**src/pps_pkg.sv**
```systemverilog
`timescale 1ns / 1ps
// ----------------------------------------------------------------------------
// pps_pkg: shared constants for the preemptive priority scheduler
// Field widths, parameter defaults and operation codes.
// ----------------------------------------------------------------------------
package pps_pkg;

    // Parameter defaults
    localparam int SLOTS_DEF     = 8;
    localparam int TIME_BITS_DEF = 16;

    // Fixed field widths of the item and result words
    localparam int SLOT_FIELD_W  = 3;
    localparam int TIME_FIELD_W  = 16;
    localparam int LEN_W         = 16;
    localparam int PRIO_W        = 8;
    localparam int EXEC_W        = 16;

    // Operation codes
    localparam logic OP_LOAD = 1'b0;
    localparam logic OP_TICK = 1'b1;

endpackage

```
**src/preemptive_priority_scheduler_top.sv**
```systemverilog
`timescale 1ns / 1ps
// Load word: accepted while idle; the slot table entry is written at once.
// Tick word: input stays stalled through the scan and the update; the update
// waits for a free result register, registers the result word and returns to
// idle. The scan uses the table's single read port, one slot a cycle.
// Reset (synchronous, active low) marks every slot not runnable, clears time
// and the running task; no clearing pass is needed.
// ----------------------------------------------------------------------------
// preemptive_priority_scheduler_top: task slot table with priority pick
// Holds task slots in a synchronous memory, scans them on every tick for the
// highest-priority ready task, credits it one tick and reports the outcome.
// ----------------------------------------------------------------------------
module preemptive_priority_scheduler_top #(
    parameter int SLOTS     = pps_pkg::SLOTS_DEF,
    parameter int TIME_BITS = pps_pkg::TIME_BITS_DEF
) (
    input  logic                              i_clk,
    input  logic                              i_rst_n,
    // Input channel
    input  logic                              i_valid,
    output logic                              o_stall,
    input  logic                              i_operation,
    input  logic [pps_pkg::SLOT_FIELD_W-1:0]  i_slot,
    input  logic [pps_pkg::TIME_FIELD_W-1:0]  i_arrive_at,
    input  logic [pps_pkg::LEN_W-1:0]         i_run_length,
    input  logic [pps_pkg::PRIO_W-1:0]        i_urgency,
    // Output channel
    output logic                              o_valid,
    input  logic                              i_stall,
    output logic [pps_pkg::SLOT_FIELD_W-1:0]  o_running_slot,
    output logic                              o_idle,
    output logic                              o_finished,
    output logic [pps_pkg::EXEC_W-1:0]        o_progress,
    output logic [pps_pkg::TIME_FIELD_W-1:0]  o_now
);

    localparam int SLOT_W = (SLOTS > 1) ? $clog2(SLOTS) : 1;
    localparam int EXT_W  = SLOT_W + pps_pkg::SLOT_FIELD_W;
    localparam int CNT_W  = SLOT_W + 1;

    // Sequencer states
    localparam logic [1:0] ST_IDLE   = 2'd0;
    localparam logic [1:0] ST_SCAN   = 2'd1;
    localparam logic [1:0] ST_UPDATE = 2'd2;

    typedef struct packed {
        logic [TIME_BITS-1:0]         arrive;
        logic [pps_pkg::LEN_W-1:0]    len;
        logic [pps_pkg::PRIO_W-1:0]   prio;
        logic [pps_pkg::EXEC_W-1:0]   exec;
        logic                         done;
    } t_entry;

    // Slot table memory and per-entry written marks
    t_entry                    mem [SLOTS];
    logic [SLOTS-1:0]          r_written;
    t_entry                    r_rd_data;
    logic                      r_rd_written;

    logic [1:0]                r_state;
    logic [CNT_W-1:0]          r_issue;
    logic                      r_chk_valid;
    logic [SLOT_W-1:0]         r_chk_idx;

    // Best candidate of the current scan
    logic                      r_found;
    logic [SLOT_W-1:0]         r_best_idx;
    t_entry                    r_best;

    // Scheduler state
    logic [TIME_BITS-1:0]      r_time;
    logic [pps_pkg::PRIO_W-1:0] r_cur_urg;
    logic [SLOT_W-1:0]         r_cur_slot;

    // Result register
    logic                      r_out_valid;
    logic [pps_pkg::SLOT_FIELD_W-1:0] r_out_slot;
    logic                      r_out_idle;
    logic                      r_out_fin;
    logic [pps_pkg::EXEC_W-1:0] r_out_prog;
    logic [pps_pkg::TIME_FIELD_W-1:0] r_out_now;

    logic                      in_acc;
    logic                      out_acc;
    logic [EXT_W-1:0]          load_ext;
    logic                      load_in_range;
    logic                      load_wr;
    t_entry                    load_entry;
    logic                      chk_elig;
    logic                      chk_take;
    logic [pps_pkg::EXEC_W-1:0] upd_exec;
    logic                      upd_fin;
    logic                      upd_go;
    logic                      mem_wr;
    logic [SLOT_W-1:0]         mem_wr_addr;
    t_entry                    mem_wr_data;
    logic [EXT_W-1:0]          best_ext;

    assign o_stall = (r_state != ST_IDLE);
    assign in_acc  = i_valid && !o_stall;
    assign out_acc = r_out_valid && !i_stall;

    // Decode a load word
    assign load_ext        = EXT_W'(i_slot);
    assign load_in_range   = load_ext < EXT_W'(SLOTS);
    assign load_wr         = in_acc && (i_operation == pps_pkg::OP_LOAD) && load_in_range;
    assign load_entry.arrive = TIME_BITS'(i_arrive_at);
    assign load_entry.len    = i_run_length;
    assign load_entry.prio   = i_urgency;
    assign load_entry.exec   = '0;
    assign load_entry.done   = (i_run_length == '0);

    // Judge the slot whose data just came out of the memory
    assign chk_elig = r_chk_valid && r_rd_written && !r_rd_data.done &&
                      (r_rd_data.prio != '0) && (r_rd_data.arrive <= r_time);
    assign chk_take = chk_elig &&
                      (!r_found || (r_rd_data.prio > r_best.prio) ||
                       ((r_rd_data.prio == r_best.prio) && (r_chk_idx == r_cur_slot) &&
                        (r_cur_urg != '0)));

    // Credit the picked task
    assign upd_exec = r_best.exec + 1'b1;
    assign upd_fin  = r_found && (upd_exec == r_best.len);
    assign upd_go   = (r_state == ST_UPDATE) && (!r_out_valid || !i_stall);
    assign best_ext = EXT_W'(r_best_idx);

    // Select the single write port
    always_comb begin
        mem_wr      = load_wr || (upd_go && r_found);
        mem_wr_addr = load_wr ? load_ext[SLOT_W-1:0] : r_best_idx;
        mem_wr_data = load_entry;
        if (!load_wr) begin
            mem_wr_data      = r_best;
            mem_wr_data.exec = upd_exec;
            mem_wr_data.done = upd_fin;
        end
    end

    // Slot table: one write, one registered read
    always_ff @(posedge i_clk) begin
        if (mem_wr) begin
            mem[mem_wr_addr] <= mem_wr_data;
        end
        r_rd_data <= mem[r_issue[SLOT_W-1:0]];
    end

    // Written marks: an unwritten slot reads as done
    always_ff @(posedge i_clk) begin
        if (!i_rst_n) begin
            r_written    <= '0;
            r_rd_written <= 1'b0;
        end else begin
            if (load_wr) begin
                r_written[load_ext[SLOT_W-1:0]] <= 1'b1;
            end
            r_rd_written <= r_written[r_issue[SLOT_W-1:0]];
        end
    end

    // Sequencer: accept, scan the table, update and report
    always_ff @(posedge i_clk) begin
        if (!i_rst_n) begin
            r_state     <= ST_IDLE;
            r_issue     <= '0;
            r_chk_valid <= 1'b0;
            r_chk_idx   <= '0;
            r_found     <= 1'b0;
            r_time      <= '0;
            r_cur_urg   <= '0;
            r_cur_slot  <= '0;
            r_out_valid <= 1'b0;
        end else begin
            if (out_acc) begin
                r_out_valid <= 1'b0;
            end
            unique case (r_state)
                ST_IDLE: begin
                    r_issue     <= '0;
                    r_chk_valid <= 1'b0;
                    r_found     <= 1'b0;
                    if (in_acc && (i_operation == pps_pkg::OP_TICK)) begin
                        r_state <= ST_SCAN;
                    end
                end
                ST_SCAN: begin
                    // Issue the next read while judging the previous one
                    if (r_issue < CNT_W'(SLOTS)) begin
                        r_chk_valid <= 1'b1;
                        r_chk_idx   <= r_issue[SLOT_W-1:0];
                        r_issue     <= r_issue + 1'b1;
                    end else begin
                        r_chk_valid <= 1'b0;
                    end
                    if (chk_take) begin
                        r_found    <= 1'b1;
                        r_best_idx <= r_chk_idx;
                    end
                    if (r_chk_valid && (r_chk_idx == SLOT_W'(SLOTS - 1))) begin
                        r_state <= ST_UPDATE;
                    end
                end
                ST_UPDATE: begin
                    // Hold until the result register is free
                    if (upd_go) begin
                        if (r_found) begin
                            r_cur_slot <= r_best_idx;
                            r_cur_urg  <= upd_fin ? '0 : r_best.prio;
                        end else begin
                            r_cur_urg  <= '0;
                        end
                        if (r_time != '1) begin
                            r_time <= r_time + 1'b1;
                        end
                        r_out_valid <= 1'b1;
                        r_state     <= ST_IDLE;
                    end
                end
                default: begin
                    r_state <= ST_IDLE;
                end
            endcase
        end
    end

    // Best candidate payload
    always_ff @(posedge i_clk) begin
        if ((r_state == ST_SCAN) && chk_take) begin
            r_best <= r_rd_data;
        end
    end

    // Result payload
    always_ff @(posedge i_clk) begin
        if (upd_go) begin
            r_out_slot <= r_found ? best_ext[pps_pkg::SLOT_FIELD_W-1:0] : '0;
            r_out_idle <= !r_found;
            r_out_fin  <= upd_fin;
            r_out_prog <= r_found ? upd_exec : '0;
            r_out_now  <= (r_time != '1) ? pps_pkg::TIME_FIELD_W'(r_time + 1'b1)
                                         : pps_pkg::TIME_FIELD_W'(r_time);
        end
    end

    assign o_valid        = r_out_valid;
    assign o_running_slot = r_out_slot;
    assign o_idle         = r_out_idle;
    assign o_finished     = r_out_fin;
    assign o_progress     = r_out_prog;
    assign o_now          = r_out_now;

endmodule

```
**config.mk**
```make
export PLATFORM = sky130hd
export DESIGN_NAME = preemptive_priority_scheduler_top
export DESIGN_NICKNAME = d
export VERILOG_FILES = /design/src/pps_pkg.sv /design/src/preemptive_priority_scheduler_top.sv
export SDC_FILE = /design/constraint.sdc
export NUM_CORES = 1
export LEC_CHECK = 0
export BUFFER_PORTS_ARGS = -buffer_cell sky130_fd_sc_hd__buf_4
export CAP_MARGIN = 20
export CORE_UTILIZATION = 56
export CTS_BUF_LIST = sky130_fd_sc_hd__clkbuf_16
export CTS_CLUSTER_DIAMETER = 150
export DETAILED_ROUTE_END_ITERATION = 12
export PLACE_DENSITY = 0.8
export RECOVER_POWER = 50
export SLEW_MARGIN = 0
export SYNTH_ARGS = -nofsm -noshare
export SYNTH_HDL_FRONTEND = slang
export SYNTH_SLANG_ARGS = --single-unit
```
**constraint.sdc**
```tcl
create_clock -name i_clk -period 5.5 [get_ports i_clk]
set_input_delay 1.1 -clock i_clk [delete_from_list [all_inputs] [get_ports i_clk]]
set_output_delay 1.1 -clock i_clk [all_outputs]
set_load 0.02 [all_outputs]
```
==> reports/qor.yml, run 1 <==
die:
  die_w_um: 215
  ios: 87
  fp-row-count: 77
  die_height_um: 215
  start_util_pct: 57.2
  design.core.area_um2: 44500
  die_area_um2: 46300
global_routing:
  grt_first_pass_wirelength_um: 88100
  grt_pass1_vias: 14100
  antenna_found_initial: 3
  grt_max_degree: 71
  grt_usage_pct: 26.0
  gr-total-overflow: 0
timing:
  max_slew_margin_pct: -132
  finalSetupTns_ns: 0
  min_period_ns: 4.35
  setup_violations: 0
  rsz0062_at_grt: "false"
  finClkSkew_ns: 0.0260
  finalMaxSlewViolations: 177
  worstMarginPinSlew_ns: 3.48
  fmax_ghz: 0.230
  finalHoldViolations: 0
  period_share_pct: 79.0
synthesis:
  yosysSeqAreaShare_pct: 73.4
  ys_async_sr_fraction_pct: 0
  synthCells: 1467
  yosysTopAreaCell: "edfxtp_1"
  ys.flop_type: "edfxtp_1"
  synth_cell_types: 57
  syn_nets: 1542
  synth.yosys.warnings: 0
  synth_top_area_share_pct: 65.1
  syn_area_um2: 25400
  synth_seq_cells: 657
  postSynthAreaPerCell_um2: 17.3
  synth-edff-count: 552
  synth.area.top_cells: "edfxtp_1, mux4_2, dfxtp_1, mux2_2, nand2_1"
pwr:
  p_int_mw: 7.93
  pwr-share-clk_pct: 42.0
  netSwitchingFraction_pct: 21.1
  seqPwrFrac_pct: 54.6
  power_density_nw_per_um2: 349
  power_mw: 10.0
  combPwrFrac_pct: 3.4
  p_leak_nw: 9.36
  power_switching_mw: 2.11
  ir_drop_uv: 315
cts:
  ctsHoldBuffers: 0
  htree_num_levels: 3
  cts_root_buffer: "clkbuf_16"
  clk_pin_slew_ns: 0.06
  cts.repair.resized: 0
  cts_setup_buffers: 0
  cts_tree: "built"
  clk_path_buf_depth: 3
  clock_latency_ns: 0.60
  numClockSinks: 657
  cts_buffers: 66
layout:
  multi_input_area_um2: 6420
  fillers: 2898
  final_core_util_pct: 64.6
  seqCellArea_um2: 18700
  drive_above_1_share_pct: 20.9
  area_delta_synth_final_pct: 12.9
  num-nets-final: 1660
worst_setup_path:
  r2r-start: "r_issue[1]$_SDFFE_PN0P_"
  worstPathMaxFanout: 65
  r2r-end: "r_rd_data[10]$_DFF_P_"
  path_class: "flip-flop to flip-flop"
  start_kind: "flip-flop"
  critPathMaxStageDelay_ns: 2.61
  rrSetupSlack_ns: 1.15
  ff2ff_path_depth: 3
  cp-end-kind: "flip-flop"
  cp.arrival_ns: 4.81
  slowest_stage: "dfxtp_1"
  crit_chain: "buf_4 -> mux4_2 -> mux2_2"
  required_ns: 5.97
status:
  violations: "max-capacitance violations, max-slew violations"
  status: "finished with violations"
route:
  vias_per_cell: 6.21
  drc_errors: 0
  dr.pass1.iters: 5
  num_vias: 13900
  drtAntennaViolNets: 0
  avgRoutedWirePerCell_um: 26.4
  initialDrtViolationCount: 1836
  wl_um: 59000
placement:
  place.gp.congestion: 0.835
  io_buffers: 86
  hpwl_um: 36600
worst_hold_path:
  whs_path_depth: 0
  hold_end: "r_best[39]$_DFFE_PP_"
  holdCritStartpoint: "r_rd_data[39]$_DFF_P_"
  hold_path_class: "flip-flop to flip-flop"
flow_run:
  cap_violations: 3
[placed cells by master (no fill, tap or decap), types with 6 or more instances in the layout]
| master | Yosys | layout |
|---|---|---|
| inv_1 | 36 | 53 |
| buf_4 | 0 | 60 |
| a21o_1 | 6 | 6 |
| o21ai_0 | 25 | 25 |
| or3_1 | 7 | 7 |
| nor2_1 | 95 | 86 |
| dfxtp_1 | 105 | 103 |
| nor3_1 | 16 | 16 |
| nor2_4 | 0 | 9 |
| clkbuf_1 | 42 | 42 |
| mux4_2 | 116 | 116 |
| nand4_1 | 9 | 9 |
| clkbuf_16 | 0 | 68 |
| and2_0 | 0 | 8 |
| a21oi_1 | 26 | 26 |
| nand2_1 | 155 | 155 |
| a31oi_1 | 10 | 10 |
| nor4_1 | 12 | 15 |
| mux2_2 | 57 | 53 |
| o41ai_1 | 8 | 8 |
| edfxtp_1 | 552 | 552 |
| nand2b_1 | 6 | 6 |
| o21a_1 | 8 | 8 |
| clkinv_1 | 2 | 19 |
| ha_1 | 27 | 27 |
| nand3_1 | 15 | 17 |
| xnor2_1 | 38 | 38 |
| xor2_1 | 11 | 11 |
| clkinv_2 | 0 | 10 |
[per-layer routing]
| layer | global-route usage [%] | share of wire, % |
|---|---|---|
| met5 | 0 | 0 |
| met1 | 36.6 | 39 |
| met2 | 41.1 | 49 |
| met3 | 4.97 | 10 |
| met4 | 8.77 | 2.5 |
[power groups by stage]
stage,Combinational [mW],Sequential [mW],Clock (mW)
floorplan,0.202,5.58,0
global placement,0.331,5.58,0
detailed placement,0.343,5.58,0
CTS,0.348,5.48,4.26
global route,0.370,5.48,4.44
finish,0.343,5.48,4.22
[kinds of logic after synthesis]
| group | share of synthesized area [%] |
|---|---|
| flip-flops | 73.4 |
| AND/OR/NAND/NOR | 6.24 |
| multiplexers | 12.9 |
| AO/OA/AOI/OAI | 2.96 |
| buffers and inverters | 1.47 |
| XOR/XNOR | 1.69 |
| adder cells (fa/ha/maj) | 1.33 |
[worst max-delay path, delay by kind of cell, from the launching register on]
kind / cells / cell delay (ns)
buf+inv: 1 / 0.76
flops: 1 / 2.61
mux: 2 / 0.75
[cell usage after synthesis (3+ instances only)]
cell type	instances
nand4_1	9
a22oi_1	3
o41ai_1	8
nor4_1	12
or3_1	7
and2_1	11
a31oi_1	10
a21oi_1	26
xor2_1	11
mux2_2	57
o21bai_1	3
nor3_1	16
nand3_1	15
clkbuf_1	42
a21o_1	6
edfxtp_1	552
nor2b_1	4
dfxtp_1	105
a2111oi_0	5
inv_1	36
mux4_2	116
o21ai_0	25
buf_1	14
mux2i_1	3
nor2_1	95
nand2_1	155
o21a_1	8
ha_1	27
nor4_4	3
nand2b_1	6
xnor2_1	38
[registers in the layout, summed over array words and instances, names as in the netlist]
name            cells
r_found             1
r_written           8
o_idle              1
r_chk_valid         1
o_finished          1
r_rd_written        1
o_running_slot      3
r_cur_urg           8
o_progress         16
mem               456
r_rd_data          57
r_chk_idx           3
r_best             56
r_cur_slot          3
r_issue             4
r_best_idx          3
r_state             2
o_valid             1
o_now              16
r_time             16
[cell type report]
class                   instances  area share (%)
well taps                     592            2.58
clock inverters                54            1.13
inverters                      38           0.496
flip-flops and latches        657            65.0
diodes                          1         0.00871
clock buffers                  68            5.92
repair buffers                109            2.51
multi-input cells             713            22.3
[how the worst max path moves through the flow]
stage / from / endpoint / cells past startpoint / slack [ns]
2_1_floorplan: i_stall / mem[0][0]$_DFFE_PP_ / 6 / 0.32
3_3_place_gp: i_valid / mem[6][39]$_DFFE_PP_ / 6 / 1.73
3_5_place_dp: i_valid / mem[3][32]$_DFFE_PP_ / 6 / 1.65
4_1_cts: r_found$_SDFFE_PN0P_ / mem[3][37]$_DFFE_PP_ / 6 / 1.99
5_1_grt: r_issue[1]$_SDFFE_PN0P_ / r_rd_data[10]$_DFF_P_ / 3 / 1.05
6_report: r_issue[1]$_SDFFE_PN0P_ / r_rd_data[10]$_DFF_P_ / 3 / 1.15
[per-stage QoR]
stage | setup WS, ns | hold slack [ns] | std cells | cell area (µm²)
2_1_floorplan | 0.324 | 0.386 | 1467 | 25500
3_3_place_gp | 1.73 | 0.387 | 2109 | 26900
3_5_place_dp | 1.65 | 0.389 | 2109 | 26900
4_1_cts | 1.99 | 0.400 | 2231 | 29000
5_1_grt | 1.05 | 0.410 | 2232 | 28700
6_report | 1.15 | 0.402 | 2232 | 28700
Power figures use the tool's default switching activity.
==> run 2, diff against run 1 <==
--- a/config.mk
+++ b/config.mk
@@ -7,11 +7,11 @@
 export LEC_CHECK = 0
 export BUFFER_PORTS_ARGS = -buffer_cell sky130_fd_sc_hd__buf_4
 export CAP_MARGIN = 20
-export CORE_UTILIZATION = 56
+export CORE_UTILIZATION = 57
 export CTS_BUF_LIST = sky130_fd_sc_hd__clkbuf_16
 export CTS_CLUSTER_DIAMETER = 150
 export DETAILED_ROUTE_END_ITERATION = 12
-export PLACE_DENSITY = 0.8
+export PLACE_DENSITY = 0.78
 export RECOVER_POWER = 50
 export SLEW_MARGIN = 0
 export SYNTH_ARGS = -nofsm -noshare
==> constraint.sdc (replaced) <==
create_clock -name i_clk -period 4.15 [get_ports i_clk]
set_input_delay 0.83 -clock i_clk [delete_from_list [all_inputs] [get_ports i_clk]]
set_output_delay 0.83 -clock i_clk [all_outputs]
set_load 0.02 [all_outputs]
==> run 2 against run 1 <==
Utilization grew 0.76 points. Non-clock buffer count grew 3. Clock-buffer cell count grew 1. Critical path depth grew 3. Largest cell class unchanged. The run still ends with max-capacitance violations, max-slew violations left.
==> reports/qor.yml, run 2 (synthesis results as in run 1) <==
pwr:
  p_leak_nw: 9.43  # was 9.36 nW
  ir_drop_uv: 376  # was 315 µV
  power_density_nw_per_um2: 461  # was 349 nW/µm²
  power_mw: 13.3  # was 10.0 mW
layout:
  antenna_cells: 0  # was 1
  final_cell_mix: "edfxtp_1, nand2_1, mux4_2, dfxtp_1, nor2_1"  # unchanged
  final_core_util_pct: 65.3  # was 64.6%
  stdcell_count: 2230  # was 2232
  num-nets-final: 1663  # was 1660
  fin_area_um2: 28800  # was 28700 µm²
  regMostFlops: "mem"  # unchanged
  area_delta_synth_final_pct: 13.3  # was 12.9%
  drive_above_1_share_pct: 20.8  # was 20.9%
  layout_commonest_cell: "edfxtp_1"  # unchanged
  reg_top3: "mem: 456 flops, r_rd_data: 57 flops, r_best: 56 flops"  # unchanged
  largest_register_ffs: 456  # unchanged
global_routing:
  antenna_found_initial: 0  # was 3
  grt_pass1_vias: 13800  # was 14100
  grt_usage_pct: 25.5  # was 26.0%
  grt_first_pass_wirelength_um: 83700  # was 88100 µm
  gr-total-overflow: 0  # unchanged
  grt_max_degree: 58  # was 71
timing:
  period_share_pct: 88.0  # was 79.0%
  fmax_ghz: 0.274  # was 0.230 GHz
  min_period_ns: 3.65  # was 4.35 ns
  hold_slack_ns: 0.403  # was 0.402 ns
  finalSetupTns_ns: 0  # unchanged
  finalHoldViolations: 0  # unchanged
  setup_slack_ns: 0.500  # was 1.15 ns
  rsz0062_at_grt: "false"  # unchanged
  finClkSkew_ns: 0.0208  # was 0.0260 ns
  finalMaxSlewViolations: 68  # was 177
  max_slew_margin_pct: -59.1  # was -132%
  worstMarginPinSlew_ns: 2.39  # was 3.48 ns
  setup_violations: 0  # unchanged
cts:
  clk_path_buf_depth: 3  # unchanged
  clock_latency_ns: 0.58  # was 0.60 ns
  cts_setup_buffers: 0  # unchanged
  ctsHoldBuffers: 0  # unchanged
  htree_num_levels: 3  # unchanged
  cts_root_buffer: "clkbuf_16"  # unchanged
  cts.repair.resized: 0  # unchanged
  cts_buffers: 66  # unchanged
  clk_pin_slew_ns: 0.06  # about the same
  numClockSinks: 657  # unchanged
  cts_tree: "built"  # unchanged
placement:
  dp.cells: 2112  # was 2109
  place.gp.congestion: 0.888  # was 0.835
  hpwl_um: 34100  # was 36600 µm
  io_buffers: 86  # unchanged
  post_dp_cell_area_um2: 27000  # was 26900 µm²
  post-place-ws_ns: 0.875  # was 1.65 ns
worst_setup_path:
  path_class: "flip-flop to flip-flop"  # unchanged
  setup.worst_path.start: "r_state[0]$_SDFFE_PN0P_"  # was r_issue[1]$_SDFFE_PN0P_
  worstPathMaxFanout: 39  # was 65
  required_ns: 4.53  # was 5.97 ns
  start_kind: "flip-flop"  # unchanged
  cp.arrival_ns: 4.03  # was 4.81 ns
  cp-end-kind: "flip-flop"  # unchanged
  r2r-start: "r_state[0]$_SDFFE_PN0P_"  # was r_issue[1]$_SDFFE_PN0P_
route:
  drc_errors: 0  # unchanged
  avgRoutedWirePerCell_um: 25.3  # was 26.4 µm
  drtAntennaViolNets: 0  # unchanged
  dr.pass1.iters: 5  # unchanged
  num_vias: 13800  # was 13900
  wl_um: 56400  # was 59000 µm
  initialDrtViolationCount: 1262  # was 1836
  vias_per_cell: 6.18  # was 6.21
die:
  die_area_um2: 45500  # was 46300 µm²
  fp-row-count: 77  # unchanged
  die_height_um: 213  # was 215 µm
  design.core.area_um2: 44100  # was 44500 µm²
  ios: 87  # unchanged
  start_util_pct: 57.7  # was 57.2%
  die_w_um: 213  # was 215 µm
worst_hold_path:
  holdCritStartpoint: "r_rd_data[30]$_DFF_P_"  # was r_rd_data[39]$_DFF_P_
  hold_path_class: "flip-flop to flip-flop"  # unchanged
status:
  status: "finished with violations"  # unchanged
  violations: "max-capacitance violations, max-slew violations"  # unchanged
flow_run:
  cap_violations: 2  # was 3
-- run 2: changes by cell type in the layout (fill, tap and decap cells not counted), moves of 2 or more --
cell / previous run / this run
buf_12: 5 / 10
nor2_4: 9 / 7
mux2_1: 4 / 6
inv_1: 53 / 57
clkinv_1: 19 / 12
nor2_1: 86 / 88
buf_4: 60 / 58
mux2_2: 53 / 51
-- run 2: metal layers --
metal / routed length [µm] / part of all wire, % / global-route usage [%] / vias up
met5: 0 / 0 / 0 / -
met4: 2260 / 4.0 / 11.2 / 0
met3: 4520 / 8.0 / 4.79 / 137
met2: 27200 / 48 / 40.5 / 654
met1: 22400 / 40 / 34.8 / 7039
li1: - / - / - / 5946
-- run 2: where the power goes --
group | total [mW] | internal [mW] | switching (mW)
Sequential | 7.26 | 7.22 | 0.0421
Clock | 5.58 | 3.20 | 2.39
Combinational | 0.441 | 0.169 | 0.272
Total | 13.3 | 10.6 | 2.70
-- run 2: path summary, 6_finish.rpt --
kind	to	slack, ns	cells after the start
hold / removal	r_best[30]$_DFFE_PP_	0.40	0
hold reg to reg	r_best[30]$_DFFE_PP_	0.40	0
setup reg to reg	mem[4][32]$_DFFE_PP_	0.50	6
setup / recovery	mem[4][32]$_DFFE_PP_	0.50	6
-- run 2: worst max-delay path, stage by stage, from the launching register on --
cell,delay [ns]
dfxtp_1,0.39
nor2_1,0.13
nand2_1,0.11
or2_0,0.41
clkbuf_1,1.75
nand2_1,0.32
nand2_1,0.33
-- run 2: layout make-up --
| type | instances | area [µm²] |
|---|---|---|
| Tap cell | 592 | 741 |
| Sequential cell | 657 | 18700 |
| Clock inverter | 49 | 307 |
| Inverter | 38 | 143 |
| Clock buffer | 69 | 1730 |
| Timing Repair Buffer | 112 | 803 |
| Fill cell | 2951 | 15300 |
| Multi-Input combinational cell | 713 | 6420 |
==> run 3, diff against run 2 <==
--- a/config.mk
+++ b/config.mk
@@ -11,7 +11,7 @@
 export CTS_BUF_LIST = sky130_fd_sc_hd__clkbuf_16
 export CTS_CLUSTER_DIAMETER = 150
 export DETAILED_ROUTE_END_ITERATION = 12
-export PLACE_DENSITY = 0.78
+export PLACE_DENSITY_LB_ADDON = 0.05
 export RECOVER_POWER = 50
 export SLEW_MARGIN = 0
 export SYNTH_ARGS = -nofsm -noshare
==> run 3 against run 2 <==
Largest cell class unchanged. Via count shrank 3.1%. The run still ends with max-capacitance violations, max-slew violations left. Utilization is essentially flat. Critical endpoint is now r_rd_data[30]$_DFF_P_. Highest routed layer unchanged. Setup slack gained 0.044 ns. Wire length shrank 2.0%. First-iteration DRC count shrank 24%.
==> reports/qor.yml, run 3 (synthesis results as in run 1) <==
layout:
  fillers: 3135  # was 2951
  area_delta_synth_final_pct: 13.3  # about the same
  final_cell_mix: "edfxtp_1, nand2_1, mux4_2, dfxtp_1, nor2_1"  # unchanged
  seqCellArea_um2: 18700  # about the same
  layout_commonest_cell: "edfxtp_1"  # unchanged
  regMostFlops: "mem"  # unchanged
  num-nets-final: 1665  # was 1663
  multi_input_area_um2: 6400  # was 6420 µm²
  fin_area_um2: 28800  # about the same
  reg_top3: "mem: 456 flops, r_rd_data: 57 flops, r_best: 56 flops"  # unchanged
  largest_register_ffs: 456  # unchanged
  drive_above_1_share_pct: 20.8  # about the same
pwr:
  power_mw: 13.4  # was 13.3 mW
  seqPwrFrac_pct: 54.0  # was 54.7%
  netSwitchingFraction_pct: 20.0  # was 20.3%
  combPwrFrac_pct: 3.2  # was 3.3%
  power_switching_mw: 2.69  # was 2.70 mW
  p_leak_nw: 9.44  # was 9.43 nW
  ir_drop_uv: 442  # was 376 µV
  pwr-share-clk_pct: 42.8  # was 42.0%
  p_int_mw: 10.8  # was 10.6 mW
  power_density_nw_per_um2: 466  # was 461 nW/µm²
flow_run:
  cap_violations: 4  # was 2
worst_setup_path:
  path_class: "flip-flop to flip-flop"  # unchanged
  start_kind: "flip-flop"  # unchanged
  cp-end-kind: "flip-flop"  # unchanged
  required_ns: 4.62  # was 4.53 ns
  worstPathMaxFanout: 42  # was 39
  cp.arrival_ns: 4.08  # was 4.03 ns
placement:
  place.gp.congestion: 0.898  # was 0.888
  hpwl_um: 33100  # was 34100 µm
  post_dp_cell_area_um2: 27000  # about the same
  post-place-ws_ns: 0.972  # was 0.875 ns
  io_buffers: 86  # unchanged
route:
  avgRoutedWirePerCell_um: 24.7  # was 25.3 µm
  vias_per_cell: 5.97  # was 6.18
  wl_um: 55200  # was 56400 µm
  drc_errors: 0  # unchanged
  num_vias: 13300  # was 13800
  initialDrtViolationCount: 961  # was 1262
  drtAntennaViolNets: 0  # unchanged
  dr.pass1.iters: 5  # unchanged
die:
  fp-row-count: 77  # unchanged
  die_height_um: 213  # unchanged
  die_area_um2: 45500  # unchanged
  die_w_um: 213  # unchanged
  start_util_pct: 57.7  # unchanged
  design.core.area_um2: 44100  # unchanged
  ios: 87  # unchanged
global_routing:
  gr-total-overflow: 0  # unchanged
  use_met1_pct: 36.8  # was 34.8%
  grt_pass1_vias: 13300  # was 13800
  grt_usage_pct: 25.3  # was 25.5%
  grt_max_degree: 63  # was 58
  grt.busiest_layer: "met2"  # unchanged
  met2_usage_pct: 38.8  # was 40.5%
  antenna_found_initial: 1  # was 0
  gr-usage-met3_pct: 5.19  # was 4.79%
  grt_first_pass_wirelength_um: 82400  # was 83700 µm
timing:
  setup_violations: 0  # unchanged
  period_share_pct: 86.9  # was 88.0%
  finClkSkew_ns: 0.0200  # was 0.0208 ns
  finalHoldViolations: 0  # unchanged
  finalSetupTns_ns: 0  # unchanged
  worstMarginPinSlew_ns: 2.70  # was 2.39 ns
  rsz0062_at_grt: "false"  # unchanged
  setup_slack_ns: 0.543  # was 0.500 ns
  finalMaxSlewViolations: 167  # was 68
  hold_slack_ns: 0.392  # was 0.403 ns
  fmax_ghz: 0.277  # was 0.274 GHz
  min_period_ns: 3.61  # was 3.65 ns
  max_slew_margin_pct: -80.0  # was -59.1%
status:
  violations: "max-capacitance violations, max-slew violations"  # unchanged
  status: "finished with violations"  # unchanged
cts:
  numClockSinks: 657  # unchanged
  ctsHoldBuffers: 0  # unchanged
  clk_path_buf_depth: 3  # unchanged
  cts_setup_buffers: 0  # unchanged
  clock_latency_ns: 0.59  # was 0.58 ns
  cts.repair.resized: 0  # unchanged
  cts_root_buffer: "clkbuf_16"  # unchanged
  clk_pin_slew_ns: 0.06  # about the same
  cts_buffers: 67  # was 66
  htree_num_levels: 3  # unchanged
  cts_tree: "built"  # unchanged
worst_hold_path:
  hold_path_class: "flip-flop to flip-flop"  # unchanged
-- run 3: metrics by stage --
step	util (%)	instances
final	65.4	2234
after global routing	65.4	2234
after CTS	66.0	2233
after detailed placement	61.2	2113
after global placement	61.2	2113
after floorplan	-	1467
-- run 3: critical path, cell delays in order (launching register included) --
cell      delay, ns
dfxtp_1        2.15
clkbuf_2       0.87
mux2_2         0.42
-- run 3: final cells by class --
class | count | area share (%)
clock inverter | 51 | 1.31
clock buffer | 69 | 5.99
tap | 592 | 2.57
timing repair buffer | 113 | 2.66
inverter | 38 | 0.495
sequential | 657 | 64.8
multi-input combinational | 713 | 22.2
antenna | 1 | 0.00868
-- run 3: worst paths after layout --
| kind | slack (ns) | cells past startpoint | from | endpoint |
|---|---|---|---|---|
| worst max register to register | 0.54 | 2 | r_issue[2]$_SDFFE_PN0P_ | r_rd_data[30]$_DFF_P_ |
| worst min-delay path | 0.39 | 0 | r_rd_data[39]$_DFF_P_ | r_best[39]$_DFFE_PP_ |
| worst min register to register | 0.39 | 0 | r_rd_data[39]$_DFF_P_ | r_best[39]$_DFFE_PP_ |
| worst max-delay path | 0.54 | 2 | r_issue[2]$_SDFFE_PN0P_ | r_rd_data[30]$_DFF_P_ |
-- run 3: power by group through the flow --
stage / clock network, mW / logic, mW / registers, mW
6_report: 5.76 / 0.434 / 7.26
5_1_grt: 6.11 / 0.476 / 7.26
4_1_cts: 5.86 / 0.453 / 7.26
3_5_place_dp: 0 / 0.451 / 7.40
3_3_place_gp: 0 / 0.443 / 7.39
2_1_floorplan: 0 / 0.269 / 7.39
-- run 3: routing by layer --
layer  wire (µm)  vias up  share of wire [%]
met5           0        -                  0
met1       24800     6940                 45
met3        3060       84                5.5
met2       26100      401                 47
met4        1270        0                2.3
li1            -     5923                  -
